## src/lag_pkg.sv

```systemverilog
`timescale 1ns / 1ps

package lag_pkg;

  // Group table size and the widths that follow from it.
  localparam int MAX_GROUPS = 16;
  localparam int GIDX_W     = $clog2(MAX_GROUPS);
  localparam int GCNT_W     = $clog2(MAX_GROUPS + 1);

  // Fixed field widths.
  localparam int THETA_W = 16;
  localparam int TOL_W   = 15;
  localparam int CNT_W   = 10;
  localparam int IDX_W   = 4;

  // Running-mean arithmetic: n * (mean + pi) + theta fits in 27 bits.
  localparam int AEXT_W = THETA_W + 1;
  localparam int NUM_W  = CNT_W + AEXT_W;
  localparam int DEN_W  = CNT_W + 1;

  localparam logic [AEXT_W-1:0] PI_UNITS  = AEXT_W'(65536);
  localparam logic [CNT_W-1:0]  COUNT_MAX = CNT_W'(1023);
  localparam logic [TOL_W-1:0]  TOL_RESET = TOL_W'(7282);
  localparam logic [GCNT_W-1:0] GROUPS_LIMIT = GCNT_W'(MAX_GROUPS);

  typedef logic [NUM_W-1:0] num_t;
  typedef logic [DEN_W-1:0] den_t;
  typedef logic [IDX_W-1:0] grp_idx_t;

  typedef struct packed {
    logic [THETA_W-1:0] theta;
    logic               frame_start;
  } in_item_t;

  typedef struct packed {
    grp_idx_t           group_index;
    logic               new_group;
    logic               dropped;
    logic [THETA_W-1:0] group_mean;
    logic [CNT_W-1:0]   group_size;
  } out_item_t;

  // One group table entry.
  typedef struct packed {
    logic [CNT_W-1:0]   cnt;
    logic [THETA_W-1:0] mean;
  } grp_ent_t;

  typedef struct packed {
    logic start;
    num_t num;
    den_t den;
  } div_req_t;

  typedef struct packed {
    logic done;
    num_t quo;
  } div_rsp_t;

endpackage

```

## src/lag_ram.sv

```systemverilog
`timescale 1ns / 1ps

module lag_ram #(
  parameter int WIDTH = 8,
  parameter int DEPTH = 16
) (
  input  logic                     clk,
  input  logic                     we,
  input  logic [$clog2(DEPTH)-1:0] wr_addr,
  input  logic [WIDTH-1:0]         wr_data,
  input  logic [$clog2(DEPTH)-1:0] rd_addr,
  output logic [WIDTH-1:0]         rd_data
);

  logic [WIDTH-1:0] mem_r [DEPTH];
  logic [WIDTH-1:0] rd_data_r;

  always_ff @(posedge clk) begin
    if (we) begin
      mem_r[wr_addr] <= wr_data;
    end
    rd_data_r <= mem_r[rd_addr];
  end

  assign rd_data = rd_data_r;

endmodule

```

## src/lag_div.sv

```systemverilog
`timescale 1ns / 1ps

// Restoring divider, one quotient bit per cycle. The quotient is valid in
// the cycle that done is high.
module lag_div (
  input  logic              clk,
  input  logic              rst_n,
  input  lag_pkg::div_req_t req,
  output lag_pkg::div_rsp_t rsp
);

  localparam int REM_W  = lag_pkg::DEN_W + 1;
  localparam int STEP_W = $clog2(lag_pkg::NUM_W + 1);

  logic                busy_r, busy_nxt;
  logic                done_r, done_nxt;
  logic [STEP_W-1:0]   step_r, step_nxt;
  lag_pkg::num_t       acc_r, acc_nxt;
  logic [REM_W-1:0]    rem_r, rem_nxt;
  lag_pkg::den_t       den_r, den_nxt;

  logic [REM_W-1:0]    rem_sh;
  logic                qbit;

  always_comb begin
    rem_sh   = {rem_r[REM_W-2:0], acc_r[lag_pkg::NUM_W-1]};
    qbit     = (rem_sh >= {1'b0, den_r});
    busy_nxt = busy_r;
    done_nxt = 1'b0;
    step_nxt = step_r;
    acc_nxt  = acc_r;
    rem_nxt  = rem_r;
    den_nxt  = den_r;
    if (req.start) begin
      busy_nxt = 1'b1;
      step_nxt = STEP_W'(lag_pkg::NUM_W);
      acc_nxt  = req.num;
      rem_nxt  = '0;
      den_nxt  = req.den;
    end else if (busy_r) begin
      rem_nxt  = qbit ? (rem_sh - {1'b0, den_r}) : rem_sh;
      acc_nxt  = {acc_r[lag_pkg::NUM_W-2:0], qbit};
      step_nxt = step_r - STEP_W'(1);
      if (step_r == STEP_W'(1)) begin
        busy_nxt = 1'b0;
        done_nxt = 1'b1;
      end
    end
  end

  always_ff @(posedge clk) begin
    if (!rst_n) begin
      busy_r <= 1'b0;
      done_r <= 1'b0;
      step_r <= '0;
    end else begin
      busy_r <= busy_nxt;
      done_r <= done_nxt;
      step_r <= step_nxt;
    end
    acc_r <= acc_nxt;
    rem_r <= rem_nxt;
    den_r <= den_nxt;
  end

  assign rsp.done = done_r;
  assign rsp.quo  = acc_r;

endmodule

```

## src/line_angle_grouper_core.sv

```systemverilog
`timescale 1ns / 1ps

// A line taken by a group goes through the group search, the multiply and the
// 27-step divider before out_valid rises; a line that opens a group or is
// dropped skips the multiply and divider, and one that starts a frame skips the
// search too. One line is in work at a time and the next transfer can be taken as
// soon as out_valid rises; the divider, the group search and out_stall set the rate. Synchronous active-low
// reset empties the group table, clears the output and loads twenty degrees.
module line_angle_grouper_core (
  input  logic                                clk,
  input  logic                                rst_n,
  input  logic                                in_valid,
  output logic                                in_stall,
  input  lag_pkg::in_item_t                   in_data,
  output logic                                out_valid,
  input  logic                                out_stall,
  output lag_pkg::out_item_t                  out_data,
  input  logic                                cfg_wr_en,
  input  logic [lag_pkg::TOL_W-1:0]           cfg_wr_data
);

  typedef enum logic [6:0] {
    ST_IDLE  = 7'b0000001,
    ST_TEST  = 7'b0000010,
    ST_MUL   = 7'b0000100,
    ST_START = 7'b0001000,
    ST_DIV   = 7'b0010000,
    ST_NEW   = 7'b0100000,
    ST_EMIT  = 7'b1000000
  } state_t;

  localparam int ENT_W = $bits(lag_pkg::grp_ent_t);

  state_t                              state_r, state_nxt;
  logic [lag_pkg::TOL_W-1:0]           tol_r, tol_nxt;
  logic [lag_pkg::THETA_W-1:0]         theta_r, theta_nxt;
  logic [lag_pkg::GCNT_W-1:0]          used_r, used_nxt;
  logic [lag_pkg::GCNT_W-1:0]          g_r, g_nxt;
  logic [lag_pkg::CNT_W-1:0]           n_r, n_nxt;
  logic [lag_pkg::AEXT_W-1:0]          a_r, a_nxt;
  logic                                b_r, b_nxt;
  lag_pkg::num_t                       prod_r, prod_nxt;
  lag_pkg::out_item_t                  res_r, res_nxt;
  logic                                out_valid_r, out_valid_nxt;
  lag_pkg::out_item_t                  out_data_r, out_data_nxt;

  logic                                ram_we;
  logic [lag_pkg::GIDX_W-1:0]          ram_wr_addr;
  lag_pkg::grp_ent_t                   ram_wr_ent;
  logic [lag_pkg::GIDX_W-1:0]          ram_rd_addr;
  logic [ENT_W-1:0]                    ram_rd_data;
  lag_pkg::grp_ent_t                   ent;

  lag_pkg::div_req_t                   div_req;
  lag_pkg::div_rsp_t                   div_rsp;

  logic [lag_pkg::THETA_W-1:0]         ang_diff;
  logic                                theta_gt;
  logic                                hit_direct;
  logic                                hit_wrap;
  logic [lag_pkg::GCNT_W-1:0]          g_inc;
  logic                                in_xfer;
  logic                                out_xfer;

  lag_ram #(
    .WIDTH (ENT_W),
    .DEPTH (lag_pkg::MAX_GROUPS)
  ) u_grp_ram (
    .clk     (clk),
    .we      (ram_we),
    .wr_addr (ram_wr_addr),
    .wr_data (ram_wr_ent),
    .rd_addr (ram_rd_addr),
    .rd_data (ram_rd_data)
  );

  lag_div u_div (
    .clk   (clk),
    .rst_n (rst_n),
    .req   (div_req),
    .rsp   (div_rsp)
  );

  assign ent      = lag_pkg::grp_ent_t'(ram_rd_data);
  assign in_stall = (state_r != ST_IDLE);
  assign in_xfer  = in_valid && !in_stall;
  assign out_xfer = out_valid_r && !out_stall;
  assign g_inc    = g_r + lag_pkg::GCNT_W'(1);

  // Angular distance to the group under test; the wrap test looks for a
  // distance close to pi, which means the two lines are nearly parallel.
  always_comb begin
    theta_gt   = (theta_r > ent.mean);
    ang_diff   = theta_gt ? (theta_r - ent.mean) : (ent.mean - theta_r);
    hit_direct = (ang_diff < lag_pkg::THETA_W'(tol_r));
    hit_wrap   = ({1'b0, ang_diff} > (lag_pkg::PI_UNITS - lag_pkg::AEXT_W'(tol_r)));
  end

  always_comb begin
    state_nxt     = state_r;
    tol_nxt       = cfg_wr_en ? cfg_wr_data : tol_r;
    theta_nxt     = theta_r;
    used_nxt      = used_r;
    g_nxt         = g_r;
    n_nxt         = n_r;
    a_nxt         = a_r;
    b_nxt         = b_r;
    prod_nxt      = prod_r;
    res_nxt       = res_r;
    out_valid_nxt = out_xfer ? 1'b0 : out_valid_r;
    out_data_nxt  = out_data_r;

    ram_we        = 1'b0;
    ram_wr_addr   = g_r[lag_pkg::GIDX_W-1:0];
    ram_wr_ent    = '0;
    ram_rd_addr   = g_r[lag_pkg::GIDX_W-1:0];

    div_req.start = 1'b0;
    div_req.num   = prod_r + lag_pkg::num_t'(theta_r)
                    + (b_r ? lag_pkg::num_t'(lag_pkg::PI_UNITS) : '0);
    div_req.den   = lag_pkg::den_t'(n_r) + lag_pkg::den_t'(1);

    unique case (state_r)
      ST_IDLE: begin
        ram_rd_addr = '0;
        if (in_xfer) begin
          theta_nxt = in_data.theta;
          g_nxt     = '0;
          if (in_data.frame_start) begin
            used_nxt = '0;
          end
          if (in_data.frame_start || (used_r == '0)) begin
            state_nxt = ST_NEW;
          end else begin
            state_nxt = ST_TEST;
          end
        end
      end
      ST_TEST: begin
        // Fetch the next entry while this one is tested.
        ram_rd_addr = g_inc[lag_pkg::GIDX_W-1:0];
        n_nxt       = ent.cnt;
        if (hit_direct || hit_wrap) begin
          // Across the wrap, pi is taken off the larger angle. Both cases
          // are shifted up by (n+1)*pi so the dividend stays non-negative;
          // the low 16 quotient bits are then the wrapped mean.
          a_nxt     = (!hit_direct && theta_gt) ? ({1'b0, ent.mean} + lag_pkg::PI_UNITS)
                                                : {1'b0, ent.mean};
          b_nxt     = !hit_direct && !theta_gt;
          state_nxt = ST_MUL;
        end else if (g_inc == used_r) begin
          state_nxt = ST_NEW;
        end else begin
          g_nxt = g_inc;
        end
      end
      ST_MUL: begin
        prod_nxt  = n_r * a_r;
        state_nxt = ST_START;
      end
      ST_START: begin
        div_req.start = 1'b1;
        state_nxt     = ST_DIV;
      end
      ST_DIV: begin
        if (div_rsp.done) begin
          ram_we          = 1'b1;
          ram_wr_ent.mean = div_rsp.quo[lag_pkg::THETA_W-1:0];
          ram_wr_ent.cnt  = (n_r == lag_pkg::COUNT_MAX) ? n_r
                                                        : n_r + lag_pkg::CNT_W'(1);
          res_nxt.group_index = lag_pkg::grp_idx_t'(g_r);
          res_nxt.new_group   = 1'b0;
          res_nxt.dropped     = 1'b0;
          res_nxt.group_mean  = ram_wr_ent.mean;
          res_nxt.group_size  = ram_wr_ent.cnt;
          state_nxt           = ST_EMIT;
        end
      end
      ST_NEW: begin
        if (used_r < lag_pkg::GROUPS_LIMIT) begin
          ram_we              = 1'b1;
          ram_wr_addr         = used_r[lag_pkg::GIDX_W-1:0];
          ram_wr_ent.mean     = theta_r;
          ram_wr_ent.cnt      = lag_pkg::CNT_W'(1);
          used_nxt            = used_r + lag_pkg::GCNT_W'(1);
          res_nxt.group_index = lag_pkg::grp_idx_t'(used_r);
          res_nxt.new_group   = 1'b1;
          res_nxt.dropped     = 1'b0;
          res_nxt.group_mean  = theta_r;
          res_nxt.group_size  = lag_pkg::CNT_W'(1);
        end else begin
          res_nxt         = '0;
          res_nxt.dropped = 1'b1;
        end
        state_nxt = ST_EMIT;
      end
      ST_EMIT: begin
        // The output register is free when empty or being drained now.
        if (!out_valid_r || !out_stall) begin
          out_valid_nxt = 1'b1;
          out_data_nxt  = res_r;
          state_nxt     = ST_IDLE;
        end
      end
      default: begin
        state_nxt = ST_IDLE;
      end
    endcase
  end

  always_ff @(posedge clk) begin
    if (!rst_n) begin
      state_r     <= ST_IDLE;
      tol_r       <= lag_pkg::TOL_RESET;
      used_r      <= '0;
      g_r         <= '0;
      out_valid_r <= 1'b0;
    end else begin
      state_r     <= state_nxt;
      tol_r       <= tol_nxt;
      used_r      <= used_nxt;
      g_r         <= g_nxt;
      out_valid_r <= out_valid_nxt;
    end
    theta_r    <= theta_nxt;
    n_r        <= n_nxt;
    a_r        <= a_nxt;
    b_r        <= b_nxt;
    prod_r     <= prod_nxt;
    res_r      <= res_nxt;
    out_data_r <= out_data_nxt;
  end

  assign out_valid = out_valid_r;
  assign out_data  = out_data_r;

  a_used_bounded: assert property (@(posedge clk) disable iff (!rst_n)
    used_r <= lag_pkg::GROUPS_LIMIT)
    else $error("group count exceeds the table size");

  a_test_in_range: assert property (@(posedge clk) disable iff (!rst_n)
    (state_r == ST_TEST) |-> (g_r < used_r))
    else $error("search index beyond the open groups");

  a_div_done_expected: assert property (@(posedge clk) disable iff (!rst_n)
    div_rsp.done |-> (state_r == ST_DIV))
    else $error("divider finished outside the division phase");

  a_new_group_counts: assert property (@(posedge clk) disable iff (!rst_n)
    (state_r == ST_NEW && used_r < lag_pkg::GROUPS_LIMIT)
      |=> (used_r == $past(used_r) + lag_pkg::GCNT_W'(1)))
    else $error("opening a group did not advance the group count");

  a_emit_from_result: assert property (@(posedge clk) disable iff (!rst_n)
    (state_r == ST_EMIT && (!out_valid_r || !out_stall))
      |=> (out_valid_r && out_data_r == $past(res_r)))
    else $error("output register not loaded with the finished result");

endmodule

```

## config.mk

```make
export PLATFORM = sky130hd
export DESIGN_NAME = line_angle_grouper_core
export DESIGN_NICKNAME = d
export VERILOG_FILES = /design/src/lag_pkg.sv /design/src/lag_ram.sv /design/src/lag_div.sv /design/src/line_angle_grouper_core.sv
export SDC_FILE = /design/constraint.sdc
export NUM_CORES = 1
export LEC_CHECK = 0
export ABC_CLOCK_PERIOD_IN_PS = 8300
export BUFFER_PORTS_ARGS = -buffer_cell sky130_fd_sc_hd__buf_2
export CORE_MARGIN = 1.5
export CORE_UTILIZATION = 55
export CTS_CLUSTER_SIZE = 12
export DETAILED_ROUTE_END_ITERATION = 8
export PLACE_DENSITY_LB_ADDON = 0.25
export SYNTH_ARGS = -nofsm -noshare
export SYNTH_HDL_FRONTEND = slang
export SYNTH_HIERARCHICAL = 1
export SYNTH_SLANG_ARGS = --single-unit
```

## constraint.sdc

```tcl
create_clock -name clk -period 8.3 [get_ports clk]
set_input_delay 1.66 -clock clk [delete_from_list [all_inputs] [get_ports clk]]
set_output_delay 1.66 -clock clk [all_outputs]
set_load 0.02 [all_outputs]
```

# --- After elaboration in Yosys (flattened, before gate mapping) ---
# Memories as Yosys holds them, arrays and structs flattened. A register that Yosys moved wholly into a read port is not among the register bits.
# Index checks and enable logic that the tools add are counted.
classes:
  eq_ne: 19
  muxes: 46
  n_reduce_logical: 26
  bitwise: 2
  mul: 1
  n_addsub: 12
  n_lt_le_gt_ge: 5
ops:
  columns: ["cell", "n"]
  rows:
  - ["two-way mux 32 bit", 2]
  - ["case mux 32 bit (2 select lines)", 1]
  - ["two-way mux 27 bit", 2]
  - ["case mux 26 bit (2 select lines)", 1]
  - ["case mux 7 bit (7 select lines)", 1]
  - ["two-way mux 5 bit", 8]
  - ["two-way mux 7 bit", 5]
  - ["two-way mux 17 bit", 2]
  - ["two-way mux 16 bit", 2]
  - ["subtractor 16 bit", 2]
  - ["adder 27 x 16 -> 27 bit", 1]
  - ["adder 27 x 17 -> 27 bit", 1]
  - ["multiplier 10 x 17 -> 27 bit", 1]
  - ["two-way mux 26 bit", 1]
  - ["case mux 5 bit (2 select lines)", 2]
  - ["adder 16 x 17 -> 17 bit, second input constant", 1]
  - ["> comparator 16 x 17 -> 1 bit", 1]
  - ["subtractor 17 x 15 -> 17 bit, first input constant", 1]
  - ["> comparator 16 bit", 1]
  - ["< comparator 16 x 15 -> 1 bit", 1]
  - ["greater-or-equal comparator 12 x 11 -> 1 bit", 1]
  - ["two-way mux 1 bit", 12]
  - ["!= test 2 bit, second input constant", 6]
  - ["AND reduction 4 bit", 3]
  - ["other kinds (34)", 52]
word_totals:
  wordCells: 140
  ramBits: 416
  register_bits: 224
  memories: 1
  in_bits: 37
mem_list:
  columns: ["name", "words", "word_bits", "read_ports", "rd_clocked_by_memory_dff", "wr", "line_no", "rtl"]
  rows:
  - ["u_grp_ram.mem_r", 16, 26, 1, 1, 1, "lag_ram.sv:15", "logic [WIDTH-1:0] mem_r [DEPTH];"]

# --- Depth between registers and ports, before layout ---
depth:
  word_depth: 6
  mapped_depth: 23
  ltp_nobuf: 22

# --- By module ---
# The synthesis kept the hierarchy.
modules_own_cells:
  columns: ["mod", "seq_area_each_um2", "cells_per_inst", "n_inst", "area_each_um2"]
  rows:
  - ["lag_ram", 13012.5, 686, 1, 16377.0]
  - ["line_angle_grouper_core", 4714.5, 1596, 1, 15230.9]
  - ["lag_div", 1501.4, 231, 1, 2782.7]

# --- Worst setup path before layout ---
# Ideal clock, no wire load.
synth_timing:
  path_type: "reg2reg"
  startpoint: "register n_r[1] in the netlist's numbering"
  endpoint: "register prod_r[24], data pin"
  t_arrival_ns: 5.915
  required_ns: 8.042
  setup_ns: 0.258
  period_less_slack_ns: 6.173
  setup_slack_ns: 2.127
  path_stages_with_launch: 22
  path_cell_list: "edfxtp_1 clkbuf_1 clkbuf_1 nand2_1 fa_1 inv_1 fa_1 fa_1 fa_1 inv_1 fa_1 inv_1 ha_1 a21o_1 a221oi_1 nor2b_1 a311o_1 o31ai_1 a21oi_1 a41oi_1 nor2b_1 xnor2_1"
synth_via:
  elab_chain_len: 1
synth_rtl:
  columns: ["item", "line_no", "rtl"]
  rows:
  - ["from (decl)", "line_angle_grouper_core.sv:39", "logic [lag_pkg::CNT_W-1:0] n_r, n_nxt;"]
  - ["from (signal assigned)", "line_angle_grouper_core.sv:226", "n_r <= n_nxt;"]
  - ["multiplier 10 x 17 -> 27 bit", "line_angle_grouper_core.sv:158", "prod_nxt = n_r * a_r;"]
  - ["to (signal assigned)", "line_angle_grouper_core.sv:229", "prod_r <= prod_nxt;"]
  - ["to (decl)", "line_angle_grouper_core.sv:42", "lag_pkg::num_t prod_r, prod_nxt;"]
# No other way between the ends.
# A chain may end at the register's enable or synchronous reset.

# --- Worst setup path after layout ---
# Ends and elaborated chain as after synthesis.

==> impl_results.md <==
* Crit-path max FO at 23
* CTS tree: done
* Vias in the first global route at approximately 21,000
* Area contributors post-synth: edfxtp_1 51%, fa_1 7.1%, ha_1 5.7%
* DRC at 0
* Initial DRC count at 1,843
* Yosys reg bits at 666
* Number of enable flip-flop cells after synthesis at 589
* Die Span Y at 253 um
* Die Width at 253 um
* Top cell type's share of synthesized area at 0.514
* Site row count at 91
* Io pins at 71
* PostCTS Resize Cnt at 0
* Fmax at 151 MHz
* Worst path slowest cell: edfxtp_1
* Unrepaired setup endpoints after global routing: false
* Commonest cells after routing, fill and taps aside: 589 x edfxtp_1, 232 x inv_1, 223 x nand2_1, 158 x ha_1, 122 x fa_1
* Hpwl dp at 53,200 um
* Min Tclk post-route at about 6.6 ns
* Routability cong. at 0.917
* Area of the multi-input gates at around 14,000 sq um
* DRT Wirelength at 80,400 um
* Mapped Area at 34,400 sq um
* Register Area at 19,200 sq um
* Largest vdd supply drop at 0.218 mV
* Starting Density at 0.557
* WHS Path Cells at 0
* Num CTS Buffers at 72
* Commonest non-fill, non-tap cell in the layout: edfxtp_1
* Initial antenna violation count at 0
* Yosys warns at 6
* Static Leakage at 14.5 nW
* Yosys top cell by area: edfxtp_1
* Max-slew headroom at 0.202
* Period Utilization, post-route at 0.797
* Final core utilization at 0.613
* Die ar. at ~64,000 sq um
* Max-Cap Viols at 0
* Layout cells sized above 1 at 0.131
* Final setup vio count at 0
* Worst-path cell chain: nand2_1 -> fa_1 -> inv_1 -> fa_1 -> fa_1 -> fa_1 -> inv_1 -> fa_1 -> inv_1 -> ha_1 -> a21o_1 -> a221oi_1 -> nor2b_1 -> a311o_1 -> o31ai_1 -> a21oi_1 -> a41oi_1 -> nor2b_1 -> xnor2_1
* Cell mode on critical path: fa_1
* Fillers at roughly 4,800
* Crit. End Element: flop
* Syn_area_per_cell at 13.7 sq um
* Routed len/inst at about 23 um
* Largest net degree at the start of global routing at 62
* Yosys cell types at 86
* CTS clock-pin slew for the worst setup and hold paths at 0.06 ns
* Power density over the cells at just over 200 nW/um^2
* Main flop type after synthesis: edfxtp_1
* Type of the most critical hold path: flop to flop
* Final nets at 2,895
* Max Slew Vio Count at 0
* Hold buffers post-CTS at 0
* WS Path Type: flop to flop
* Port buffer count at 70
* Area grow syn2layout at 9.95%
* Antenna Nets Post-Route at 0
* Post-synthesis async set-or-reset flop share at 0
* Setup slack, reg-to-reg at between 1.5 and 2 ns
* Clk root buf: clkbuf_16
* Sinks on the clock net at roughly 670
* WP data required at 8.69 ns
* R2R cell count at 19
* Status: complete, no violations
* Clock skew at between 0.02 and 0.03 ns
* Syn Inst Count at about 2,500
* Max incr delay on CP at 0.89 ns
* CTS max path bufs at 3
* First-pass GRT wire length at 122,000 um
* Crit path DAT at 7.00 ns
* Setup TNS at 0 ns
* Final hold vios at 0
* Gr usage total at 0.255
* Synth Net Count at 2,830
* TritonRoute pass-1 iters at 7
* CTS H-tree depth at 3
* Core ar. at 61,700 sq um
* Via density per instance at 5.90
* Via count at between 20,000 and 25,000
* Seq/Total Area, Yosys at 0.559
* Setup bufs post-CTS at 0
* Final hold slack at 0.403 ns
* Worst-Skew Late Latency at 0.63 ns
* Worst-margin pin slew at roughly 1.2 ns
* CP Launch Type: flop
* GRT Residual Overflow at 0
[critical path: cells and delay by family, from the launching register on]
kind / cells / cell delay (ns)
adders and majority gates: 6 / 3.00
AOI/OAI and AO/OA: 6 / 1.81
DFF: 1 / 0.89
and+or+nand+nor: 3 / 0.45
buffers and inverters: 3 / 0.15
xor gates and xnor gates: 1 / 0.07
[Yosys cell counts, types with 3 or more instances]
library cell    n
a211oi_1        6
a21boi_0        7
a21o_1         30
a21oi_1        85
a221oi_1        7
a22oi_1        52
a31oi_1         4
a32oi_1         4
a41oi_1         5
and2_1         86
and3_1         12
and3b_1         3
and4_1          3
buf_1          10
buf_12          7
buf_2          16
clkbuf_1       83
dfxtp_1        77
edfxtp_1      589
fa_1          122
ha_1          158
inv_1         232
mux2_2         33
mux2i_1        21
mux4_1         36
mux4_2         68
nand2_1       223
nand2b_1       19
nand3_1        37
nand3b_1       11
nand4_1        14
nor2_1        112
nor2b_1        13
nor3_1         24
nor4_1          3
o211ai_1       15
o21a_1         26
o21ai_0        70
o21bai_1        5
o31ai_1        26
or3_1           4
xnor2_1        62
xor2_1         37
[through the flow]
stage	std cells	worst slack [ns]	instance area, sq um	total power, mW
6_report	3467	1.68	37800	7.72
5_1_grt	3466	1.26	37800	8.01
4_1_cts	3466	1.67	37800	7.78
3_5_place_dp	3341	1.68	35600	4.79
3_3_place_gp	3341	1.77	35600	4.77
2_1_floorplan	2513	2.13	34400	4.51
[where the power goes]
group / internal (mW) / switching (mW) / total, mW
registers: 3.71 / 0.0577 / 3.77
clock network: 1.69 / 1.30 / 2.98
logic: 0.377 / 0.589 / 0.966
[state kept, by name, indices dropped and copies added, names as in the netlist]
signal / cells
u_grp_ram/mem_r: 416
out_data: 32
res_r: 32
prod_r: 27
u_div/acc_r: 27
u_grp_ram/rd_data: 26
a_r: 17
theta_r: 16
tol_r: 15
u_div/den_r: 11
u_div/rem_r: 11
n_r: 10
state_r: 7
g_r: 5
u_div/step_r: 5
used_r: 5
b_r: 1
out_valid: 1
u_div/busy_r: 1
u_div/done_r: 1
[area by class of cell]
| cell class | instances | share of cell area |
|---|---|---|
| tap | 837 | 0.0277 |
| clock inverter | 24 | 0.00612 |
| sequential | 666 | 0.509 |
| timing repair buffer | 111 | 0.0174 |
| inverter | 232 | 0.0230 |
| multi-input combinational | 1495 | 0.366 |
| antenna | 1 | 0.0000662 |
| clock buffer | 101 | 0.0516 |
[kinds of logic after synthesis]
group,Yosys count,synth area share
mux,159,0.0894
compound gates,376,0.0735
simple gates,581,0.0814
buf+inv,352,0.0430
xor+xnor,99,0.0252
fa+ha+maj,280,0.129
flops,666,0.559
[per-layer routing]
layer / up-vias / part of all wire / wire, um / global-route usage
li1: 9279 / - / - / -
met1: 10371 / 0.43 / 34200 / 0.356
met2: 696 / 0.48 / 38800 / 0.420
met3: 120 / 0.066 / 5330 / 0.0357
met4: 0 / 0.025 / 2030 / 0.0775
met5: - / 0 / 0 / 0
[worst paths after layout]
check | from | to
setup reg to reg | n_r[1] | prod_r[24]
hold / removal | u_grp_ram/rd_data[20] | n_r[4]
setup / recovery | n_r[1] | prod_r[24]
hold reg to reg | u_grp_ram/rd_data[20] | n_r[4]
Power figures use the tool's default switching activity.
